File: src/rtl/core/asl_pkg.sv
// Shared types and constants for the actuator safety slew limiter.
package asl_pkg;

    localparam int NUM_CHANNELS_DEF = 8;
    localparam int NUM_WHEELS_DEF   = 4;
    localparam int OUT_SLOTS        = 8;

    localparam logic [7:0]  AGE_MAX = 8'd255;

    localparam logic [24:0] WHEEL_STEP_RST = 25'd83886;
    localparam logic [24:0] LEG_STEP_RST   = 25'd1678;
    localparam logic [7:0]  TIMEOUT_RST    = 8'd5;
    localparam logic [14:0] DEADBAND_RST   = 15'd41;
    localparam logic [14:0] TILT_RST       = 15'd11469;

    typedef enum logic [2:0] {
        OP_ACTION   = 3'd0,
        OP_ATTITUDE = 3'd1,
        OP_VELOCITY = 3'd2,
        OP_BUTTON   = 3'd3,
        OP_TICK     = 3'd4
    } op_t;

    typedef enum logic [2:0] {
        ST_NORMAL   = 3'd0,
        ST_DRY_RUN  = 3'd1,
        ST_ESTOP    = 3'd2,
        ST_WATCHDOG = 3'd3,
        ST_TILT     = 3'd4
    } status_t;

    typedef enum logic [2:0] {
        REG_WHEEL_STEP = 3'd0,
        REG_LEG_STEP   = 3'd1,
        REG_TIMEOUT    = 3'd2,
        REG_DEADBAND   = 3'd3,
        REG_TILT       = 3'd4,
        REG_DRY_RUN    = 3'd5
    } reg_idx_t;

    typedef enum logic [2:0] {
        S_IDLE,
        S_TILT_MUL,
        S_TILT_CMP,
        S_TICK_CHECK,
        S_SLEW,
        S_OUT
    } state_t;

    typedef struct packed {
        logic capture;
        logic tilt_mul;
        logic tilt_cmp;
        logic tick_check;
        logic slew;
        logic load_out;
    } ctl_cmd_t;

    typedef struct packed {
        logic [2:0] op;
        logic       fault;
        logic       last_lane;
    } ctl_sts_t;

    typedef struct packed {
        logic [24:0] wheel_step;
        logic [24:0] leg_step;
        logic [7:0]  timeout_ticks;
        logic [14:0] deadband;
        logic [14:0] tilt_threshold;
        logic        dry_run;
    } cfg_t;

endpackage

File: src/rtl/core/asl_ctrl.sv
// Sequencer for one input word: capture, tilt math, tick checks, slew sweep, output.
module asl_ctrl
    import asl_pkg::*;
(
    input  logic     aclk,
    input  logic     aresetn,
    input  logic     s_valid,
    output logic     s_ready,
    input  logic     out_busy,
    input  ctl_sts_t sts,
    output ctl_cmd_t cmd
);

    state_t state_reg, state_next;

    always_ff @(posedge aclk) begin
        if (!aresetn) begin
            state_reg <= S_IDLE;
        end else begin
            state_reg <= state_next;
        end
    end

    always_comb begin
        state_next = state_reg;
        cmd        = '0;
        s_ready    = 1'b0;
        case (state_reg)
            S_IDLE: begin
                s_ready = 1'b1;
                if (s_valid) begin
                    cmd.capture = 1'b1;
                    state_next  = S_TILT_MUL;
                end
            end
            S_TILT_MUL: begin
                if (sts.op == OP_ATTITUDE) begin
                    cmd.tilt_mul = 1'b1;
                    state_next   = S_TILT_CMP;
                end else if (sts.op == OP_TICK) begin
                    state_next = S_TICK_CHECK;
                end else begin
                    state_next = S_IDLE;
                end
            end
            S_TILT_CMP: begin
                cmd.tilt_cmp = 1'b1;
                state_next   = S_IDLE;
            end
            S_TICK_CHECK: begin
                cmd.tick_check = 1'b1;
                state_next     = sts.fault ? S_OUT : S_SLEW;
            end
            S_SLEW: begin
                cmd.slew = 1'b1;
                if (sts.last_lane) begin
                    state_next = S_OUT;
                end
            end
            S_OUT: begin
                if (!out_busy) begin
                    cmd.load_out = 1'b1;
                    state_next   = S_IDLE;
                end
            end
            default: begin
                state_next = S_IDLE;
            end
        endcase
    end

endmodule

File: config.mk
export PLATFORM = sky130hd
export DESIGN_NAME = asl_ctrl
export DESIGN_NICKNAME = d
export VERILOG_FILES = /design/src/rtl/core/asl_pkg.sv /design/src/rtl/core/asl_ctrl.sv
export SDC_FILE = /design/constraint.sdc
export NUM_CORES = 1
export LEC_CHECK = 0
export ABC_AREA = 1
export BUFFER_PORTS_ARGS = -buffer_cell sky130_fd_sc_hd__buf_2
export CAP_MARGIN = 25
export CORE_AREA = 10 10 47 49
export CTS_CLUSTER_SIZE = 10
export DETAILED_ROUTE_END_ITERATION = 12
export DIE_AREA = 0 0 57 59
export GPL_TIMING_DRIVEN = 0
export PLACE_DENSITY = 0.44
export REMOVE_ABC_BUFFERS = 1
export SETUP_SLACK_MARGIN = 0.2
export SLEW_MARGIN = 40
export SYNTH_ARGS = -nofsm -noshare
export SYNTH_HDL_FRONTEND = slang
export SYNTH_SLANG_ARGS = --single-unit
File: constraint.sdc
create_clock -name aclk -period 1.9 [get_ports aclk]
set_input_delay 0.19 -clock aclk [delete_from_list [all_inputs] [get_ports aclk]]
set_output_delay 0.19 -clock aclk [all_outputs]
set_load 0.005 [all_outputs]
-- Word-level counts from Yosys, hierarchy flattened
Cells that the tools add are included.
- bits of input ports: 9
- output and inout bits: 7
- bits in registers: 3
- logic and storage cells: 30
- equal/unequal tests: 10
- muxes and demuxes: 17
- reduce and logical (&&, ||, !) cells: 2
- operator list (operator ; count):
    $pmux 3 s5 ; 1
    $mux 3 ; 4
    $mux 1 ; 11
    $eq 3x3->1 const B ; 3
    $eq 3x1->1 const B ; 2
    $eq 3x2->1 const B ; 2
    $ne 2x2->1 const B ; 3
    $logic_not 3->1 ; 1
    $reduce_and 3->1 ; 1
    $mux 2 ; 1

-- Longest topological paths before layout
- word-level depth: 4
- gate-level depth with buffers: 7
- gate-level depth less buffers: 7

-- Worst setup path before layout
No wires, ideal clock.
- path type: flip-flop to flip-flop
- start: register state_reg[0]
- end: register state_reg[0]
- path buffers: 0
- path slack: 930 ps
- cell stages (with the launch flop): 7
- setup time: 119 ps
- data required time: 1781 ps
- data arrival time: 852 ps
- clock period less this slack: 970 ps
- path through: dfxtp_1 > nor2_2 > nand2_2 > nor2_2 > nor2_1 > nand2_1 > a21oi_1
- longest elaborated chain between the ends: 3
- elaborated cells between the ends (all ways): 10
- ends and longest elaborated chain (what ; RTL line ; text):
    from (decl) ; asl_ctrl.sv:14 ; state_t state_reg, state_next;
    from (signal assigned) ; asl_ctrl.sv:20 ; state_reg <= state_next;
    $eq 3x3->1 / $logic_not 3->1 (equally long branches) ; asl_ctrl.sv:28 ; case (state_reg)
    $ne 2x2->1 (no line) ; -- ;
    $reduce_and 3->1 (no line) ; -- ;
Parallel ways exist; a longest one is shown, timed or not.
A chain may end at the register's enable or synchronous reset.

==> metrics.yaml <==
outcome:
  status: "complete, no violations"
clocking:
  cts_buffers: 3
  clock_sinks: 3
  cts_tree: "yes"
  root_buffer: "clkbuf_4"
  cts_max_level: 1
  cts_hold_buf: 0
  clockBufferDepth: 2
  post_cts_buffers: 0
  postCtsResizedCells: 0
  insertion_delay_ns: 0.23
  path_clk_slew_ns: 0.03
yosys:
  ys_warn_count: 0
  synth.distinct_cells: 12
  synth_area_leaders: "dfxtp_1 (25%), inv_1 (16%), nor2_1 (9.5%), nand3_1 (8.5%), nand2_1 (7.9%)"
  synth-compound-area-share_pct: 7.407
  synth-adder-area-share_pct: 0
  syn_area_per_cell_um2: 5.630
  synth_xor_xnor_area_share_pct: 0
  synth_top_area_cell: "dfxtp_1"
  synthArstFlopShare_pct: 0
  synth_area_um2: 236.5
  yosys.area_share.simple_pct: 46.56
  ys_ff_latch: 3
  synth_top_area_share_pct: 25.40
  synth_ff_type: "dfxtp_1"
  synth_edf_count: 0
  synth_common_cells: "inv_1 (10), nor2_1 (6), nand2_1 (5)"
  synth_top_family_by_area: "simple AND/OR/NAND/NOR gates"
  synthMuxAreaShare_pct: 0
  synth.most_common_cell: "inv_1"
  yosysSeqAreaShare_pct: 25.40
  synthCells: 42
drt:
  ant_nets: 0
  via_per_inst: 3.844
  wl_per_cell_um: 8.818
  first_pass_iters: 4
  first_iter_violations: 8
  vias: 296
  drc: 0
  drt-total-wl_um: 679
power:
  p_leak_nw: 0.2229
  combPwrFrac_pct: 18.8
  finalPower_uw: 221.7
  max-vdd-ir-drop_uv: 227.5
  powerDensity_nw_per_um2: 619.5
  power_switching_uw: 57.50
  power.share.clock_pct: 49.0
  p_sw_share_pct: 25.94
  p_int_uw: 164.2
  p_seq_share_pct: 32.1
sta:
  min_period_ns: 1.363
  fmax_ghz: 0.7334
  rsz0062_at_grt: "false"
  skew_ns: 0.0004367
  relSlewSlack_pct: 84.36
  fin_setup_tns_ns: 0
  setup_viol: 0
  hold_viol_final: 0
  holdWs_ns: 0.2259
  tightest_slew_ns: 0.2343
  maxSlewViolCount: 0
  finalCritPeriodShare_pct: 71.76
die:
  pin_count: 16
  die_w_um: 57
  core.rowCount: 14
  initial_core_util_pct: 16.88
  die_h_um: 59
  core_um2: 1401
  die_area_um2: 3363
setup_path:
  crit_type: "reg -> out"
  slowest_delay_ns: 0.44
  critPathMaxFanout: 7
  ff2ff_path_depth: 6
  slowest_stage: "dfxtp_1"
  cp.arrival_ns: 1.17
  crit_required_ns: 1.71
  path_cells: "nand2_1 > nor2_1 > nand4_1 > inv_1 > buf_2"
  cp-start-kind: "flip-flop"
  crit_buf_inv: 2
  cp.depth: 5
  end_kind: "output port"
  cp_top_family: "flip-flops"
layout:
  largest_register_ffs: 3
  synthToLayoutAreaGrowth_pct: 51.32
  nFillCells: 178
  register_area_um2: 60.06
  multi_input_area_um2: 127.6
  drive_above_1_share_pct: 40.98
  diodes: 0
  nets: 71
place:
  io_buffers: 15
  dp_hpwl_um: 593.5
  routabilityCongestion: 0.6496
global_routing:
  grt_usage_pct: 4.355
  antenna_found_initial: 0
  grt_pass1_vias: 299
  grt_pass1_wl_um: 1138
  grt-ovfl-total: 0
  grt_max_degree: 8
min_path:
  hold_path.class: "in -> reg"
  min_path_cells: 3
run:
  cap_violations: 0
logic make-up (layout without fill, tap and decap cells):
| family | Yosys count | in the layout |
|---|---|---|
| compound gates | 3 | 3 |
| buf+inv | 13 | 32 |
| simple gates | 23 | 23 |
| flops | 3 | 3 |
worst paths after layout:
check | slack [ns] | from | endpoint
hold / removal | 0.23 | aresetn | state_reg[1]
setup / recovery | 0.54 | state_reg[0] | cmd[4]
setup reg to reg | 0.84 | state_reg[0] | state_reg[0]
hold reg to reg | 0.66 | state_reg[1] | state_reg[1]
cells in the final DEF, fill, tap and decap left out:
cell / n
nand2_1: 5
inv_2: 3
inv_1: 10
clkbuf_4: 3
nand3_1: 4
dfxtp_1: 3
buf_2: 15
nor3_1: 1
nor2_1: 6
clkbuf_1: 1
nand4_1: 3
a211oi_1: 1
nor2_2: 2
nand2_2: 2
a21oi_1: 2
power groups by stage:
stage               clock network (mW)  registers [mW]  logic (mW)
detailed placement                   0          0.0721      0.0427
finish                           0.109          0.0712      0.0417
floorplan                            0          0.0712      0.0247
CTS                              0.117          0.0711      0.0428
global placement                     0          0.0721      0.0426
global route                     0.119          0.0719      0.0493
worst register-to-register path, cell delays in order (launching register included):
cell and delay, ns:
dfxtp_1 0.36, nor2_2 0.22, nand2_2 0.10, nor2_2 0.10, nor2_1 0.05, nand2_1 0.06, a21oi_1 0.05
metal layers:
layer  vias to the layer above  GRT usage (%)  routed length, µm
met2                         5          6.977                376
met1                       125          3.896                256
met4                         0          5.034                  0
li1                        166              -                  -
met3                         0          1.717                 46
met5                         -              0                  0
stage by stage:
step | cell area, µm² | setup slack [ns] | utilization (%) | instances
after detailed placement | 331.6 | 0.7704 | 23.66 | 73
after floorplan | 236.5 | 0.9295 | - | 42
after global placement | 331.6 | 0.7766 | 23.66 | 73
after global routing | 357.8 | 0.3642 | 25.54 | 77
after CTS | 357.8 | 0.5221 | 25.54 | 77
final | 357.8 | 0.5366 | 25.54 | 77
area by class of cell:
type / instances / area share [%]
Timing Repair Buffer: 15 / 20.98
Inverter: 13 / 13.64
Multi-Input combinational cell: 26 / 35.66
Sequential cell: 3 / 16.78
Clock buffer: 4 / 7.343
Tap cell: 16 / 5.594
(Power assumes the default switching activity.)
