**config.mk**
```make
export PLATFORM = sky130hd
export DESIGN_NAME = asl_regs
export DESIGN_NICKNAME = d
export VERILOG_FILES = /design/src/rtl/core/asl_pkg.sv /design/src/rtl/core/asl_regs.sv
export SDC_FILE = /design/constraint.sdc
export NUM_CORES = 1
export LEC_CHECK = 0
export BUFFER_PORTS_ARGS = -buffer_cell sky130_fd_sc_hd__buf_2
export CORE_MARGIN = 1.5
export CORE_UTILIZATION = 44
export DETAILED_ROUTE_END_ITERATION = 10
export HOLD_SLACK_MARGIN = 0.1
export PLACE_DENSITY = 0.88
export SYNTH_ARGS = -nofsm -noshare
export SYNTH_HDL_FRONTEND = slang
export SYNTH_SLANG_ARGS = --single-unit
```
**constraint.sdc**
```tcl
create_clock -name aclk -period 2.2 [get_ports aclk]
set_clock_uncertainty 0.2 [all_clocks]
set_input_delay 0.66 -clock aclk [delete_from_list [all_inputs] [get_ports aclk]]
set_output_delay 0.66 -clock aclk [all_outputs]
set_load 0.05 [all_outputs]
```
**src/rtl/core/asl_pkg.sv**
```systemverilog
// Shared types and constants for the actuator safety slew limiter.
package asl_pkg;

    localparam int NUM_CHANNELS_DEF = 8;
    localparam int NUM_WHEELS_DEF   = 4;
    localparam int OUT_SLOTS        = 8;

    localparam logic [7:0]  AGE_MAX = 8'd255;

    localparam logic [24:0] WHEEL_STEP_RST = 25'd83886;
    localparam logic [24:0] LEG_STEP_RST   = 25'd1678;
    localparam logic [7:0]  TIMEOUT_RST    = 8'd5;
    localparam logic [14:0] DEADBAND_RST   = 15'd41;
    localparam logic [14:0] TILT_RST       = 15'd11469;

    typedef enum logic [2:0] {
        OP_ACTION   = 3'd0,
        OP_ATTITUDE = 3'd1,
        OP_VELOCITY = 3'd2,
        OP_BUTTON   = 3'd3,
        OP_TICK     = 3'd4
    } op_t;

    typedef enum logic [2:0] {
        ST_NORMAL   = 3'd0,
        ST_DRY_RUN  = 3'd1,
        ST_ESTOP    = 3'd2,
        ST_WATCHDOG = 3'd3,
        ST_TILT     = 3'd4
    } status_t;

    typedef enum logic [2:0] {
        REG_WHEEL_STEP = 3'd0,
        REG_LEG_STEP   = 3'd1,
        REG_TIMEOUT    = 3'd2,
        REG_DEADBAND   = 3'd3,
        REG_TILT       = 3'd4,
        REG_DRY_RUN    = 3'd5
    } reg_idx_t;

    typedef enum logic [2:0] {
        S_IDLE,
        S_TILT_MUL,
        S_TILT_CMP,
        S_TICK_CHECK,
        S_SLEW,
        S_OUT
    } state_t;

    typedef struct packed {
        logic capture;
        logic tilt_mul;
        logic tilt_cmp;
        logic tick_check;
        logic slew;
        logic load_out;
    } ctl_cmd_t;

    typedef struct packed {
        logic [2:0] op;
        logic       fault;
        logic       last_lane;
    } ctl_sts_t;

    typedef struct packed {
        logic [24:0] wheel_step;
        logic [24:0] leg_step;
        logic [7:0]  timeout_ticks;
        logic [14:0] deadband;
        logic [14:0] tilt_threshold;
        logic        dry_run;
    } cfg_t;

endpackage

```
**src/rtl/core/asl_regs.sv**
```systemverilog
// APB register file for step sizes, timeout, deadband, tilt threshold and dry run.
module asl_regs
    import asl_pkg::*;
(
    input  logic        aclk,
    input  logic        aresetn,
    input  logic        psel,
    input  logic        penable,
    input  logic        pwrite,
    input  logic [4:0]  paddr,
    input  logic [31:0] pwdata,
    output logic [31:0] prdata,
    output logic        pready,
    output cfg_t        cfg
);

    cfg_t       cfg_reg;
    logic [2:0] idx;

    assign idx    = paddr[4:2];
    assign pready = 1'b1;
    assign cfg    = cfg_reg;

    always_ff @(posedge aclk) begin
        if (!aresetn) begin
            cfg_reg.wheel_step     <= WHEEL_STEP_RST;
            cfg_reg.leg_step       <= LEG_STEP_RST;
            cfg_reg.timeout_ticks  <= TIMEOUT_RST;
            cfg_reg.deadband       <= DEADBAND_RST;
            cfg_reg.tilt_threshold <= TILT_RST;
            cfg_reg.dry_run        <= 1'b1;
        end else if (psel && penable && pwrite) begin
            case (idx)
                REG_WHEEL_STEP: cfg_reg.wheel_step     <= pwdata[24:0];
                REG_LEG_STEP:   cfg_reg.leg_step       <= pwdata[24:0];
                REG_TIMEOUT:    cfg_reg.timeout_ticks  <= pwdata[7:0];
                REG_DEADBAND:   cfg_reg.deadband       <= pwdata[14:0];
                REG_TILT:       cfg_reg.tilt_threshold <= pwdata[14:0];
                REG_DRY_RUN:    cfg_reg.dry_run        <= pwdata[0];
                default: begin
                end
            endcase
        end
    end

    always_comb begin
        case (idx)
            REG_WHEEL_STEP: prdata = 32'(cfg_reg.wheel_step);
            REG_LEG_STEP:   prdata = 32'(cfg_reg.leg_step);
            REG_TIMEOUT:    prdata = 32'(cfg_reg.timeout_ticks);
            REG_DEADBAND:   prdata = 32'(cfg_reg.deadband);
            REG_TILT:       prdata = 32'(cfg_reg.tilt_threshold);
            REG_DRY_RUN:    prdata = 32'(cfg_reg.dry_run);
            default:        prdata = '0;
        endcase
    end

endmodule

```
==> After elaboration in Yosys (flattened, before gate mapping) <==
Index checks and enable logic that the tools add are counted.
Widths: inputs -> output; s select.
{ "word_totals": {"regBits": 89, "input_bits": 42, "out_inout_bits": 122} }
{ "classes": {"eq_ne": 5, "muxes": 1, "reduce_logical": 9} }
{ "ops": {"columns": ["cell", "n"], "rows": [
  ["$pmux 25 s6", 1],
  ["$reduce_and 2->1", 6],
  ["$eq 3x2->1 const B", 2],
  ["$eq 3x3->1 const B", 2],
  ["$eq 3x1->1 const B", 1],
  ["$logic_not 3->1", 1],
  ["$logic_and 1x1->1", 2]
]} }

==> Logic depth before layout (Yosys ltp) <==
{ "depth": {"word_depth": 3, "mapped_depth": 6} }

==> Least setup slack after synthesis <==
Ideal clock, no wire load.
{ "synth_timing": {"kind": "input to output", "from": "input paddr[3]", "to": "output prdata[2]", "arrival_ps": 2104, "path_slack_ps": -764, "stages": 5, "path_buffers": 2, "path_cell_list": "buf_4 -> nor2_2 -> buf_2 -> a22oi_1 -> o22ai_1"} }
{ "synth_via": {"elab_chain_len": 2, "elab_cells_between_ends": 7, "classes_between": "eq/ne: 5; mux: 1; reduce/logical: 1"} }
{ "synth_lines": {"columns": ["item", "line_no", "source"], "rows": [
  ["start: declaration", "asl_regs.sv:10", "input logic [4:0] paddr,"],
  ["$eq 3x3->1 (tied with other cells)", "asl_regs.sv:47", "case (idx)"],
  ["$pmux 25 s6 *", "asl_regs.sv:47", null],
  ["end: declaration", "asl_regs.sv:12", "output logic [31:0] prdata,"]
]} }
Every way passes the cells marked *; elsewhere a longest branch is shown, timed or not.

==> Worst setup path after layout <==
{ "layout_timing": {"from": "input paddr[2]", "to": "output prdata[11]"} }
The elaborated chain is that of the path after synthesis.

==> impl_summary.txt <==
----------------------------------------------------
[Die]
  Height of the chip ... 101 µm
  Row count ... 35
  Std-Cell Core Area ... 0.00924 mm²
  Die area ... 0.0101 mm²
  I/O pin cnt ... 164
  Starting density of the core ... 45.5%
  Die Width ... 101 µm

[Clock tree]
  Maximum buffer depth of the clock tree ... 2
  CTS Buf Count ... 9
  TritonCTS clock tree ... yes
  Depth of the CTS H-tree ... 3
  Root Buffer Master ... sky130_fd_sc_hd__clkbuf_8
  Number of buffers added to fix hold violations after cts ... 0
  Clock sinks ... 89
  Worst-Skew Late Latency ... 0.36 ns
  Post-CTS clock slew at the launch and capture registers of the worst setup and hold paths ... 0.09 ns

[Power]
  Net Switching ... 1.03 mW
  Part of the total power dissipated in sequential elements ... 46.0%
  Switching fraction of total power ... 29.0%
  Leakage ... 2.84 nW
  Portion of total power attributed to combinational logic ... 18.4%
  Design internal power ... 2.53 mW
  PnR Total Power ... 3.56 mW
  Power per standard cell area ... 567 mW/mm²
  Clock power frac ... 35.5%
  VDD IR-drop max ... 357 µV

[Global route]
  Total overflow reported by the global router ... 0
  Antenna violations before repair ... 0
  Pin count of the biggest net entering global routing ... 35
  Vias in the first global route ... 4293
  Wire length of the first global-routing pass ... 22600 µm
  Overall track demand over capacity in global routing ... 29.0%

[Worst hold path]
  Min-Delay Startpoint ... cfg[76]$_SDFFE_PN0P_
  Tightest Hold Check Type ... register to register
  Min-Delay Path Depth ... 2
  Hold EP ... cfg[76]$_SDFFE_PN0P_

[Setup path]
  Highest-delay cell along the critical path ... sky130_fd_sc_hd__a221o_2
  Worst-path maximum fanout ... 8
  Startpoint type of the worst setup path ... input port
  Cell chain of the critical path ... buf_12 -> and3b_2 -> a22o_1 -> a221o_2 -> buf_8
  Reg-to-reg endpoint ... cfg[23]$_SDFFE_PN0P_
  Data arrival time of the worst path ... 1.81 ns
  Critical path required time ... 1.34 ns
  Critical path class ... input port to output port
  FF-to-FF Start ... cfg[23]$_SDFFE_PN0P_
  Worst reg2reg path depth ... 2
  Largest stage delay on the critical path ... 0.32 ns
  Kind of end point of the critical path ... output port
  Flop2flop setup slack ... 1.18 ns

[Timing]
  Setup-violating endpoint count in the final report ... 25
  Final setup margin ... -0.469 ns
  Fin crit period ... 2.67 ns
  Total count of max-transition violations in the final report ... 0
  Unrepaired setup endpoints after global routing ... true
  Maximum clock rate ... 375 MHz
  Count of final hold-check violations ... 0
  Final critical-path share of the clock period ... 121%
  Min Hold Slack ... 0.285 ns

[Synth]
  Yosys warning total ... 0
  Avg Synthesized Cell Area ... 9.40 µm²
  Proportion of synthesized chip area in sequential cells ... 42.4%
  XOR/XNOR share of the synthesized area ... 0%
  Area share of and/or/nand/nor cells after synthesis ... 20.0%
  Area of the mapped netlist ... 0.00420 mm²
  Share of synthesized cell area in full adder, half adder and majority cells ... 0%
  Dominant cell type by area after synthesis ... sky130_fd_sc_hd__dfxtp_1
  Count of distinct cell types in the synthesized netlist ... 42
  Combinational family with the most area after synthesis ... simple AND/OR/NAND/NOR gates
  Gate count after technology mapping ... 447
  Multiplexer area fraction after synthesis ... 17.4%
  Synthesized flop and latch total ... 89
  Area fraction in compound gates after synthesis ... 12.6%
  Top cell type's share of synthesized area ... 42.4%
  Area contributors post-synth ... sky130_fd_sc_hd__dfxtp_1 42%, sky130_fd_sc_hd__mux2i_1 15%, sky130_fd_sc_hd__nand2_1 7.6%, sky130_fd_sc_hd__nand3_1 6.2%, sky130_fd_sc_hd__a22o_1 3.5%

[Route]
  Residual DRC count ... 0
  Total wire length ... 15200 µm
  Via density per instance ... 5.77
  DRC violation total after the first TritonRoute iteration ... 235
  Number of iterations in the first detailed-routing pass ... 5
  WL per Instance ... 19.9 µm
  Vias after detailed routing ... 4396
  Antenna Nets Post-Route ... 0

[Place]
  Buffers added on ports ... 146
  GP Congestion ... 0.865
  Placed wire-length estimate after detailed placement ... 9800 µm
  Placed Instances ... 729

[Status]
  Violated checks ... setup timing
  Run status ... complete, but fails checks

[Final layout]
  Layout Nets ... 670
  Inserted Diodes ... 0
  Growth of design area from synthesis to finish ... 49.4%
  Post-layout util ... 67.9%
  Number of flip-flops under the largest register name ... 89
  Share of cells above drive strength 1 ... 44.1%
  Final instance count without filler cells ... 762

[Flow run]
  Max capacitance violation total ... 0

----------------------------------------------------
-- power by group through the flow --
| stage | Sequential [mW] | Combinational, mW | Clock (mW) |
|---|---|---|---|
| 2_1_floorplan | 1.73 | 0.332 | 0 |
| 3_3_place_gp | 1.67 | 0.522 | 0 |
| 3_5_place_dp | 1.68 | 0.529 | 0 |
| 4_1_cts | 1.64 | 0.608 | 1.26 |
| 5_1_grt | 1.64 | 0.679 | 1.33 |
| 6_report | 1.64 | 0.656 | 1.27 |
-- per-layer routing --
metal	GRT usage, %	share of wire [%]
met5	0	0
met4	14.4	4.4
met3	5.76	7.5
met2	48.1	48
met1	35.9	40
-- final cells by class --
type	instances	area (µm²)
Fill cell	657	2960
Inverter	3	11.3
Clock buffer	10	128
Sequential cell	89	1780
Multi-Input combinational cell	316	2400
Clock inverter	6	91.3
Tap cell	129	161
Timing Repair Buffer	209	1700
-- synth_stat cells --
master,count
sky130_fd_sc_hd__o211ai_1,2
sky130_fd_sc_hd__mux2_2,5
sky130_fd_sc_hd__a22oi_1,9
sky130_fd_sc_hd__nor2_2,2
sky130_fd_sc_hd__and2b_1,2
sky130_fd_sc_hd__a211o_1,3
sky130_fd_sc_hd__a22o_1,17
sky130_fd_sc_hd__nand2_1,85
sky130_fd_sc_hd__and3_1,1
sky130_fd_sc_hd__conb_1,2
sky130_fd_sc_hd__a221o_1,7
sky130_fd_sc_hd__o21a_1,2
sky130_fd_sc_hd__nand2b_1,1
sky130_fd_sc_hd__clkbuf_2,1
sky130_fd_sc_hd__and4_1,4
sky130_fd_sc_hd__and3b_1,1
sky130_fd_sc_hd__nand3_1,52
sky130_fd_sc_hd__buf_6,4
sky130_fd_sc_hd__o22ai_1,4
sky130_fd_sc_hd__mux2i_1,65
sky130_fd_sc_hd__nor3b_2,1
sky130_fd_sc_hd__nor2b_1,1
sky130_fd_sc_hd__mux4_2,1
sky130_fd_sc_hd__nand4_1,1
sky130_fd_sc_hd__nand4b_4,1
sky130_fd_sc_hd__buf_2,5
sky130_fd_sc_hd__nor2b_2,1
sky130_fd_sc_hd__clkbuf_1,16
sky130_fd_sc_hd__dfxtp_1,89
sky130_fd_sc_hd__o21ai_0,27
sky130_fd_sc_hd__buf_12,2
sky130_fd_sc_hd__nor2_8,3
sky130_fd_sc_hd__o221ai_1,1
sky130_fd_sc_hd__and4b_1,1
sky130_fd_sc_hd__nand3_4,1
sky130_fd_sc_hd__inv_1,3
sky130_fd_sc_hd__nor2_1,1
sky130_fd_sc_hd__buf_4,17
sky130_fd_sc_hd__or2_4,1
sky130_fd_sc_hd__o2bb2ai_1,2
sky130_fd_sc_hd__and2_1,1
sky130_fd_sc_hd__nand2_2,2
-- stage by stage --
step	instance area (µm²)	worst slack, ns	setup TNS, ns
floorplan	4470	-0.272	-5.52
global placement	5480	-0.693	-14.37
detailed placement	5480	-0.736	-15.22
CTS	6120	-0.443	-8.50
global route	6280	-0.475	-9.45
finish	6280	-0.469	-8.92
-- cell usage in the layout, fill, tap and decap left out, drive strengths merged, types with 5 or more instances in the layout --
master,instances
nand2,87
dfxtp,89
mux2i,65
a22o,17
a221o,7
mux2,5
conb,8
nor2,6
nand3,53
clkbuf,11
o21ai,27
buf,206
a22oi,9
-- cells by family (layout without fill, tap and decap cells) --
kind of cell           Yosys count  count (layout)
AND/OR/NAND/NOR                163             163
flip-flops                      89              89
other                            2               8
buffers and inverters           48             228
AO/OA/AOI/OAI                   74              74
multiplexers                    71              71
-- worst max path at each step --
stage | from | slack (ns) | end | cells after the start
after floorplan | paddr[2] | -0.27 | prdata[0] | 3
after CTS | paddr[2] | -0.44 | prdata[2] | 6
after detailed placement | paddr[2] | -0.74 | prdata[13] | 5
after global placement | paddr[2] | -0.69 | prdata[10] | 5
final | paddr[2] | -0.47 | prdata[11] | 5
after global routing | paddr[2] | -0.48 | prdata[14] | 5
-- critical path, delay by kind of cell --
kind | cells | cell delay [ns]
AOI/OAI and AO/OA | 2 | 0.55
buffers and inverters | 2 | 0.28
and+or+nand+nor | 1 | 0.31
-- repair_timing --
item                                    CTS  global route
pin swaps                                16            13
buffers inserted                          3            12
resized for setup                        96             7
endpoints found under the setup margin   25            25
cloned                                    2             1
(Power assumes the default switching activity.)
